$ cat src/rtl/twpi_pkg.sv
// Shared widths, register reset values and the gain bundle of the wheel speed loop.
package twpi_pkg;

    localparam int SPEED_W = 12;
    localparam int GOAL_W  = 16;
    localparam int ERR_W   = 17;
    localparam int ACC_W   = 14;
    localparam int DUTY_W  = 13;
    localparam int GAIN_W  = 8;
    localparam int LIMIT_W = 13;
    localparam int VOLT_W  = 16;

    localparam logic [GAIN_W-1:0]  PROP_GAIN_RST    = 8'd10;
    localparam logic [GAIN_W-1:0]  INTEG_GAIN_RST   = 8'd10;
    localparam logic [LIMIT_W-1:0] OUTPUT_LIMIT_RST = 13'd6500;
    localparam logic [VOLT_W-1:0]  LOW_VOLTAGE_RST  = 16'd2000;

    // Register word indexes; byte address is 4 * index
    typedef enum logic [1:0] {
        REG_PROP_GAIN    = 2'd0,
        REG_INTEG_GAIN   = 2'd1,
        REG_OUTPUT_LIMIT = 2'd2,
        REG_LOW_VOLTAGE  = 2'd3
    } reg_idx_t;

    typedef struct packed {
        logic [GAIN_W-1:0]  prop_gain;
        logic [GAIN_W-1:0]  integ_gain;
        logic [LIMIT_W-1:0] output_limit;
    } twpi_gains_t;

endpackage

$ cat src/rtl/three_wheel_incremental_pi_speed_loop.sv
// Top level: three-wheel incremental PI speed loop with APB register port.
// Flow: an input transfer loads the input register, and the result register loads from it on
//   advance, which waits while a held result is stalled; then the result can transfer.
// Throughput: one control tick per cycle unless out_stall holds a result; the arithmetic is
//   one pass from input to result register, and the accumulators update on that same edge.
// Reset: rst_n (async, active low) clears valid flags, accumulators, prior errors; loads defaults.
module three_wheel_incremental_pi_speed_loop
    import twpi_pkg::*;
#(
    parameter int ACCUM_LIMIT = 7200
)
(
    input  logic                      clk,
    input  logic                      rst_n,

    // APB register port
    input  logic                      psel,
    input  logic                      penable,
    input  logic                      pwrite,
    input  logic [3:0]                paddr,
    input  logic [31:0]               pwdata,
    output logic [31:0]               prdata,
    output logic                      pready,

    // Control tick input channel
    input  logic                      in_valid,
    output logic                      in_stall,
    input  logic signed [SPEED_W-1:0] speed_a,
    input  logic signed [SPEED_W-1:0] speed_b,
    input  logic signed [SPEED_W-1:0] speed_c,
    input  logic signed [GOAL_W-1:0]  goal_a,
    input  logic signed [GOAL_W-1:0]  goal_b,
    input  logic signed [GOAL_W-1:0]  goal_c,
    input  logic [VOLT_W-1:0]         battery_level,
    input  logic                      drive_enable,

    // Drive result channel
    output logic                      out_valid,
    input  logic                      out_stall,
    output logic [DUTY_W-1:0]         duty_a,
    output logic                      reverse_a,
    output logic [DUTY_W-1:0]         duty_b,
    output logic                      reverse_b,
    output logic [DUTY_W-1:0]         duty_c,
    output logic                      reverse_c,
    output logic                      shutdown
);

    // ------------------------------------------------------------------
    // Configuration registers. Writes land on the access phase; the word
    // index is paddr[3:2] and the byte offset bits are ignored.
    // ------------------------------------------------------------------
    logic [GAIN_W-1:0]  prop_gain_reg;
    logic [GAIN_W-1:0]  integ_gain_reg;
    logic [LIMIT_W-1:0] output_limit_reg;
    logic [VOLT_W-1:0]  low_voltage_reg;
    logic               cfg_wr;
    reg_idx_t           cfg_sel;
    twpi_gains_t        gains;

    assign pready  = 1'b1;
    assign cfg_wr  = psel & penable & pwrite;
    assign cfg_sel = reg_idx_t'(paddr[3:2]);

    always_ff @(posedge clk or negedge rst_n)
    begin
        if (!rst_n)
        begin
            prop_gain_reg    <= PROP_GAIN_RST;
            integ_gain_reg   <= INTEG_GAIN_RST;
            output_limit_reg <= OUTPUT_LIMIT_RST;
            low_voltage_reg  <= LOW_VOLTAGE_RST;
        end
        else if (cfg_wr)
        begin
            unique case (cfg_sel)
                REG_PROP_GAIN:    prop_gain_reg    <= pwdata[GAIN_W-1:0];
                REG_INTEG_GAIN:   integ_gain_reg   <= pwdata[GAIN_W-1:0];
                REG_OUTPUT_LIMIT: output_limit_reg <= pwdata[LIMIT_W-1:0];
                REG_LOW_VOLTAGE:  low_voltage_reg  <= pwdata[VOLT_W-1:0];
                default:          ;
            endcase
        end
    end

    always_comb
    begin
        unique case (cfg_sel)
            REG_PROP_GAIN:    prdata = 32'(prop_gain_reg);
            REG_INTEG_GAIN:   prdata = 32'(integ_gain_reg);
            REG_OUTPUT_LIMIT: prdata = 32'(output_limit_reg);
            REG_LOW_VOLTAGE:  prdata = 32'(low_voltage_reg);
            default:          prdata = '0;
        endcase
    end

    assign gains.prop_gain    = prop_gain_reg;
    assign gains.integ_gain   = integ_gain_reg;
    assign gains.output_limit = output_limit_reg;

    // ------------------------------------------------------------------
    // Input register. A tick moves on into the result register whenever
    // that register is empty or its content is being taken, so the input
    // side only stalls while a held tick cannot advance.
    // ------------------------------------------------------------------
    logic                      in_valid_reg;
    logic                      in_valid_next;
    logic signed [SPEED_W-1:0] speed_a_reg;
    logic signed [SPEED_W-1:0] speed_b_reg;
    logic signed [SPEED_W-1:0] speed_c_reg;
    logic signed [GOAL_W-1:0]  goal_a_reg;
    logic signed [GOAL_W-1:0]  goal_b_reg;
    logic signed [GOAL_W-1:0]  goal_c_reg;
    logic [VOLT_W-1:0]         battery_level_reg;
    logic                      drive_enable_reg;
    logic                      in_xfer;
    logic                      advance;

    logic                      out_valid_reg;
    logic                      out_valid_next;

    assign advance  = in_valid_reg & (~out_valid_reg | ~out_stall);
    assign in_stall = in_valid_reg & ~advance;
    assign in_xfer  = in_valid & ~in_stall;

    always_comb
    begin
        priority if (in_xfer)
        begin
            in_valid_next = 1'b1;
        end
        else if (advance)
        begin
            in_valid_next = 1'b0;
        end
        else
        begin
            in_valid_next = in_valid_reg;
        end
    end

    always_ff @(posedge clk or negedge rst_n)
    begin
        if (!rst_n)
        begin
            in_valid_reg <= 1'b0;
        end
        else
        begin
            in_valid_reg <= in_valid_next;
        end
    end

    // Payload holds no reset; it only loads on a transfer.
    always_ff @(posedge clk)
    begin
        if (in_xfer)
        begin
            speed_a_reg       <= speed_a;
            speed_b_reg       <= speed_b;
            speed_c_reg       <= speed_c;
            goal_a_reg        <= goal_a;
            goal_b_reg        <= goal_b;
            goal_c_reg        <= goal_c;
            battery_level_reg <= battery_level;
            drive_enable_reg  <= drive_enable;
        end
    end

    // ------------------------------------------------------------------
    // Shutdown check and the three wheel loops. On shutdown the wheels
    // hold their state and the result shows zero drive. Battery equal to
    // the threshold still counts as normal operation.
    // ------------------------------------------------------------------
    logic              stop;
    logic              wheel_update;
    logic [DUTY_W-1:0] duty_a_w;
    logic [DUTY_W-1:0] duty_b_w;
    logic [DUTY_W-1:0] duty_c_w;
    logic              reverse_a_w;
    logic              reverse_b_w;
    logic              reverse_c_w;

    assign stop         = (battery_level_reg < low_voltage_reg) | ~drive_enable_reg;
    assign wheel_update = advance & ~stop;

    twpi_wheel #(
        .ACCUM_LIMIT (ACCUM_LIMIT)
    ) u_wheel_a (
        .clk     (clk),
        .rst_n   (rst_n),
        .gains   (gains),
        .speed   (speed_a_reg),
        .goal    (goal_a_reg),
        .update  (wheel_update),
        .duty    (duty_a_w),
        .reverse (reverse_a_w)
    );

    twpi_wheel #(
        .ACCUM_LIMIT (ACCUM_LIMIT)
    ) u_wheel_b (
        .clk     (clk),
        .rst_n   (rst_n),
        .gains   (gains),
        .speed   (speed_b_reg),
        .goal    (goal_b_reg),
        .update  (wheel_update),
        .duty    (duty_b_w),
        .reverse (reverse_b_w)
    );

    twpi_wheel #(
        .ACCUM_LIMIT (ACCUM_LIMIT)
    ) u_wheel_c (
        .clk     (clk),
        .rst_n   (rst_n),
        .gains   (gains),
        .speed   (speed_c_reg),
        .goal    (goal_c_reg),
        .update  (wheel_update),
        .duty    (duty_c_w),
        .reverse (reverse_c_w)
    );

    // ------------------------------------------------------------------
    // Result register. Hold while stalled, load on advance, drop after
    // the transfer completes.
    // ------------------------------------------------------------------
    logic [DUTY_W-1:0] duty_a_reg;
    logic [DUTY_W-1:0] duty_b_reg;
    logic [DUTY_W-1:0] duty_c_reg;
    logic              reverse_a_reg;
    logic              reverse_b_reg;
    logic              reverse_c_reg;
    logic              shutdown_reg;

    always_comb
    begin
        priority if (advance)
        begin
            out_valid_next = 1'b1;
        end
        else if (out_stall)
        begin
            out_valid_next = out_valid_reg;
        end
        else
        begin
            out_valid_next = 1'b0;
        end
    end

    always_ff @(posedge clk or negedge rst_n)
    begin
        if (!rst_n)
        begin
            out_valid_reg <= 1'b0;
        end
        else
        begin
            out_valid_reg <= out_valid_next;
        end
    end

    always_ff @(posedge clk)
    begin
        if (advance)
        begin
            duty_a_reg    <= stop ? '0 : duty_a_w;
            duty_b_reg    <= stop ? '0 : duty_b_w;
            duty_c_reg    <= stop ? '0 : duty_c_w;
            reverse_a_reg <= ~stop & reverse_a_w;
            reverse_b_reg <= ~stop & reverse_b_w;
            reverse_c_reg <= ~stop & reverse_c_w;
            shutdown_reg  <= stop;
        end
    end

    assign out_valid = out_valid_reg;
    assign duty_a    = duty_a_reg;
    assign duty_b    = duty_b_reg;
    assign duty_c    = duty_c_reg;
    assign reverse_a = reverse_a_reg;
    assign reverse_b = reverse_b_reg;
    assign reverse_c = reverse_c_reg;
    assign shutdown  = shutdown_reg;

endmodule

$ cat src/rtl/twpi_wheel.sv
// One wheel of the incremental PI loop: error, accumulator update, output clamp.
module twpi_wheel
    import twpi_pkg::*;
#(
    parameter int ACCUM_LIMIT = 7200
)
(
    input  logic                      clk,
    input  logic                      rst_n,
    input  twpi_gains_t               gains,
    input  logic signed [SPEED_W-1:0] speed,
    input  logic signed [GOAL_W-1:0]  goal,
    input  logic                      update,
    output logic [DUTY_W-1:0]         duty,
    output logic                      reverse
);

    localparam int P_W   = GAIN_W + 1 + ERR_W + 1;
    localparam int I_W   = GAIN_W + 1 + ERR_W;
    localparam int SUM_W = P_W + 1;
    localparam logic signed [SUM_W-1:0] SAT_HI = SUM_W'(ACCUM_LIMIT);
    localparam logic signed [SUM_W-1:0] SAT_LO = -SAT_HI;

    logic signed [ACC_W-1:0]  accum_reg;
    logic signed [ACC_W-1:0]  accum_next;
    logic signed [ERR_W-1:0]  prior_error_reg;

    logic signed [ERR_W-1:0]  err;
    logic signed [ERR_W:0]    diff;
    logic signed [GAIN_W:0]   p_gain_s;
    logic signed [GAIN_W:0]   i_gain_s;
    logic signed [P_W-1:0]    p_term;
    logic signed [I_W-1:0]    i_term;
    logic signed [SUM_W-1:0]  sum;
    logic signed [ACC_W:0]    lim;
    logic signed [ACC_W:0]    acc_ext;
    logic signed [ACC_W:0]    drive;
    logic signed [ACC_W:0]    drive_neg;

    assign err      = ERR_W'(speed) - ERR_W'(goal);
    assign diff     = (ERR_W+1)'(err) - (ERR_W+1)'(prior_error_reg);
    assign p_gain_s = $signed({1'b0, gains.prop_gain});
    assign i_gain_s = $signed({1'b0, gains.integ_gain});
    assign p_term   = p_gain_s * diff;
    assign i_term   = i_gain_s * err;
    assign sum      = SUM_W'(p_term) + SUM_W'(i_term) + SUM_W'(accum_reg);

    // Saturate the accumulator to the symmetric limit.
    always_comb
    begin
        priority if (sum > SAT_HI)
        begin
            accum_next = SAT_HI[ACC_W-1:0];
        end
        else if (sum < SAT_LO)
        begin
            accum_next = SAT_LO[ACC_W-1:0];
        end
        else
        begin
            accum_next = sum[ACC_W-1:0];
        end
    end

    // Clamp the drive to the output limit; the accumulator keeps its own value.
    assign lim     = $signed({2'b00, gains.output_limit});
    assign acc_ext = (ACC_W+1)'(accum_next);

    always_comb
    begin
        priority if (acc_ext > lim)
        begin
            drive = lim;
        end
        else if (acc_ext < -lim)
        begin
            drive = -lim;
        end
        else
        begin
            drive = acc_ext;
        end
    end

    assign drive_neg = -drive;
    assign reverse   = drive[ACC_W];
    assign duty      = drive[ACC_W] ? drive_neg[DUTY_W-1:0] : drive[DUTY_W-1:0];

    always_ff @(posedge clk or negedge rst_n)
    begin
        if (!rst_n)
        begin
            accum_reg       <= '0;
            prior_error_reg <= '0;
        end
        else if (update)
        begin
            accum_reg       <= accum_next;
            prior_error_reg <= err;
        end
    end

endmodule

$ cat config.mk
export PLATFORM = sky130hd
export DESIGN_NAME = three_wheel_incremental_pi_speed_loop
export DESIGN_NICKNAME = d
export VERILOG_FILES = /design/src/rtl/twpi_pkg.sv /design/src/rtl/three_wheel_incremental_pi_speed_loop.sv /design/src/rtl/twpi_wheel.sv
export SDC_FILE = /design/constraint.sdc
export NUM_CORES = 2
export LEC_CHECK = 0
export BUFFER_PORTS_ARGS = -buffer_cell sky130_fd_sc_hd__buf_2
export CAP_MARGIN = 30
export CORE_MARGIN = 4
export CORE_UTILIZATION = 35
export CTS_BUF_LIST = sky130_fd_sc_hd__clkbuf_4 sky130_fd_sc_hd__clkbuf_8
export CTS_CLUSTER_DIAMETER = 150
export CTS_CLUSTER_SIZE = 8
export DETAILED_ROUTE_END_ITERATION = 6
export HOLD_SLACK_MARGIN = 0.1
export PLACE_DENSITY = 0.54
export SLEW_MARGIN = 10
export SYNTH_ARGS = -nofsm -noshare
export SYNTH_HDL_FRONTEND = slang
export SYNTH_SLANG_ARGS = --single-unit
$ cat constraint.sdc
create_clock -name clk -period 18.4 [get_ports clk]
set_input_delay 0.92 -clock clk [delete_from_list [all_inputs] [get_ports clk]]
set_output_delay 0.92 -clock clk [all_outputs]
set_load 0.05 [all_outputs]
==> impl_metrics.csv <==
group,metric,value,unit
run_status,outcome,"completed",
critical_path,r2r_end,"duty_c[12]",
synthesis,synthFlopType,"edfxtp_1",
sta,relSlewSlack,32.7,%
synthesis,synth_cell_types,127,
clock_network,cts_tree,"yes",
placement,post-place-ws,1.77,ns
synthesis,yosysSeqAreaShare,14.0,%
sta,layout_min_cycle_time,16.73,ns
route,vias,43200,
sta,tightest_slew,0.981,ns
die,die_w,409,um
final_layout,fill_cells,16300,
route,routedWlPerCell,19.0,um
synthesis,synth_top_area_share,30.8,%
critical_path,required,18.85,ns
die,initial_utilization,35.4,%
synthesis,synth_seq_cells,284,
sta,rsz0062_at_grt,"false",
route,totalWireLength,162000,um
final_layout,area_growth,7.64,%
placement,gp_congestion,0.930,
route,drt-initial-drc-count,2520,
clock_network,h-tree-depth,2,
sta,skew,0.0586,ns
sta,finalHoldViolCount,0,
synthesis,syn_area,0.0562,mm2
sta,period_share,90.9,%
global_routing,use_met3,2.16,%
synthesis,synthTopCellsByArea,"fa_1 (31%), ha_1 (11%), inv_1 (9.3%)",
synthesis,syn_avg_cell_area,8.90,um2
global_routing,track_usage,19.7,%
clock_network,cts_root_buf,"clkbuf_8",
critical_path,r2r_setup_slack,1.67,ns
global_routing,grt_pass1_vias,45700,
critical_path,critPathLaunch,"speed_c_reg[1]",
placement,dp_hpwl,129000,um
sta,setup_viol,0,
die,die_y,409,um
critical_path,worstSetupStartpointType,"register",
die,io_pins,222,
min_path,hold_start,"speed_a[3]",
clock_network,max-clock-path-buffers,3,
critical_path,r2r_start,"speed_c_reg[1]",
critical_path,crit_end,"duty_c[12]",
critical_path,path_class,"reg -> reg",
critical_path,cp_slowest_cell,"mux2i_1",
clock_network,clk_latency,0.74,ns
final_layout,finish.utilization,38.1,%
synthesis,ys_warn_count,0,
sta,fmax,59.8,MHz
global_routing,grt.busiest_layer,"met2",
global_routing,grt_overflow,0,
route,drc,0,
die,core-area,0.159,mm2
global_routing,globalRouteMet2Util,33.4,%
sta,setup_ws,1.67,ns
min_path,worstHoldPathType,"in -> reg",
critical_path,reg2reg_depth,57,
sta,setup_tns,0,ns
synthesis,syn_inst,6313,
sta,drv_slew,0,
critical_path,endpoint_kind,"register",
final_layout,layout-drive-gt1-share,8.89,%
final_layout,nNetsFinal,7934,
global_routing,grt_pass1_wl,260000,um
clock_network,clock_sinks,284,
clock_network,numCtsBuffers,43,
route,firstDrtPassIters,5,
synthesis,synthArstFlopShare,49.3,%
global_routing,antenna_found_initial,7,
critical_path,crit_fanout,12,
clock_network,clk_pin_slew,0.08,ns
route,vias_per_cell,5.07,
global_routing,grt_max_degree,64,
placement,port_buffers,186,
die,die_area,0.167,mm2
global_routing,use_met1,26.9,%
synthesis,synth.largest_area_cell,"fa_1",
synthesis,synth_edf_count,144,
final_layout,ff_latch_area,0.00787,mm2
die,rows,146,
critical_path,cp.arrival,17.18,ns
critical_path,critical_path.max_stage_delay,0.90,ns
flow_run,maxCapViolCount,0,
final_layout,multi_input_area,0.0420,mm2
route,ant_nets,0,
## worst min-delay path by stage
stage	endpoint	slack (ns)	cells past startpoint
floorplan	out_valid	0.45	1
global placement	u_wheel_c.accum_reg[13]	0.47	2
detailed placement	u_wheel_c.accum_reg[13]	0.48	2
CTS	goal_b_reg[10]	0.24	1
global route	goal_b_reg[10]	0.29	1
finish	speed_a_reg[3]	0.35	1
## synthesized netlist by cell type (24+ instances only)
| cell type | n |
|---|---|
| inv_1 | 1399 |
| fa_1 | 866 |
| nand2_1 | 580 |
| ha_1 | 511 |
| and2_1 | 447 |
| nor2_1 | 265 |
| o21ai_0 | 200 |
| a21oi_1 | 195 |
| clkbuf_1 | 188 |
| edfxtp_1 | 144 |
| xnor2_1 | 126 |
| dfrtp_1 | 124 |
| nor2b_1 | 99 |
| mux2_2 | 89 |
| nand3_1 | 78 |
| nor3_1 | 71 |
| xor2_1 | 63 |
| a31oi_1 | 55 |
| a21o_1 | 52 |
| nand4_1 | 51 |
| nand2b_1 | 44 |
| a21boi_0 | 35 |
| o21a_1 | 33 |
| mux2i_1 | 28 |
| a211oi_1 | 27 |
| and3_1 | 26 |
| o22ai_1 | 26 |
| buf_4 | 24 |
## worst max-delay path, delay by kind of cell (launching register included)
kind,cells,cell delay (ns)
XOR/XNOR,2,0.89
buffers and inverters,5,0.57
flip-flops,1,0.42
adder cells (fa/ha/maj),10,4.25
AND/OR/NAND/NOR,14,2.69
AO/OA/AOI/OAI,22,5.75
multiplexers,4,1.88
## final cells by class
type,count,area share [%]
sequential,284,13.0
clock buffer,68,1.30
clock inverter,8,0.225
inverter,1404,8.71
timing repair buffer,293,2.97
tap,2072,4.28
multi-input combinational,4387,69.5
antenna,5,0.0207
## kinds of logic (layout without fill, tap and decap cells)
group           Yosys count  after routing  synth area share [%]
compound gates          871            871                  10.4
fa+ha+maj              1377           1377                  42.2
mux                     125            125                  2.60
simple gates           1807           1807                  16.4
buf+inv                1657           1773                  11.4
xor+xnor                190            190                  2.99
flops                   284            284                  14.0
other cells               2             22                0.0134
## metrics by stage
stage	hold WS (ns)	cell area (um2)	std cells
5_1_grt	0.287	60500	8517
4_1_cts	0.238	60400	8512
3_3_place_gp	0.466	59500	8432
3_5_place_dp	0.477	59500	8435
2_1_floorplan	0.448	56300	6328
6_report	0.351	60500	8521
## routing by layer
metal | vias to the layer above | share of wire, % | routed length, um
met5 | - | 0.0080 | 13
met4 | 2 | 2.5 | 4090
met3 | 182 | 4.9 | 7860
met2 | 990 | 48 | 77000
met1 | 21800 | 45 | 72700
li1 | 20200 | - | -
## cell usage in the layout, fill, tap and decap left out, drive strengths merged, types with 54 or more instances in the layout
cell type and count:
edfxtp 144, mux2 89, nor2b 99, clkbuf 69
a21o 54, nor3 74, fa 866, a21oi 197
o21ai 219, and2 448, nand2 581, dfrtp 124
nand3 79, nor2 268, xnor2 126, buf 291
inv 1403, a31oi 57, xor2 63, ha 511
## timing repair
item / CTS / global route
hold endpoints to repair: 23 / 0
setup buffers: 0 / 0
gates resized for setup: 0 / 0
hold buffers: 1 / 0
setup endpoints to repair: 0 / 0
Power is not shown: default switching activity piles up to over one toggle a cycle in this logic, so the estimate is an artifact.
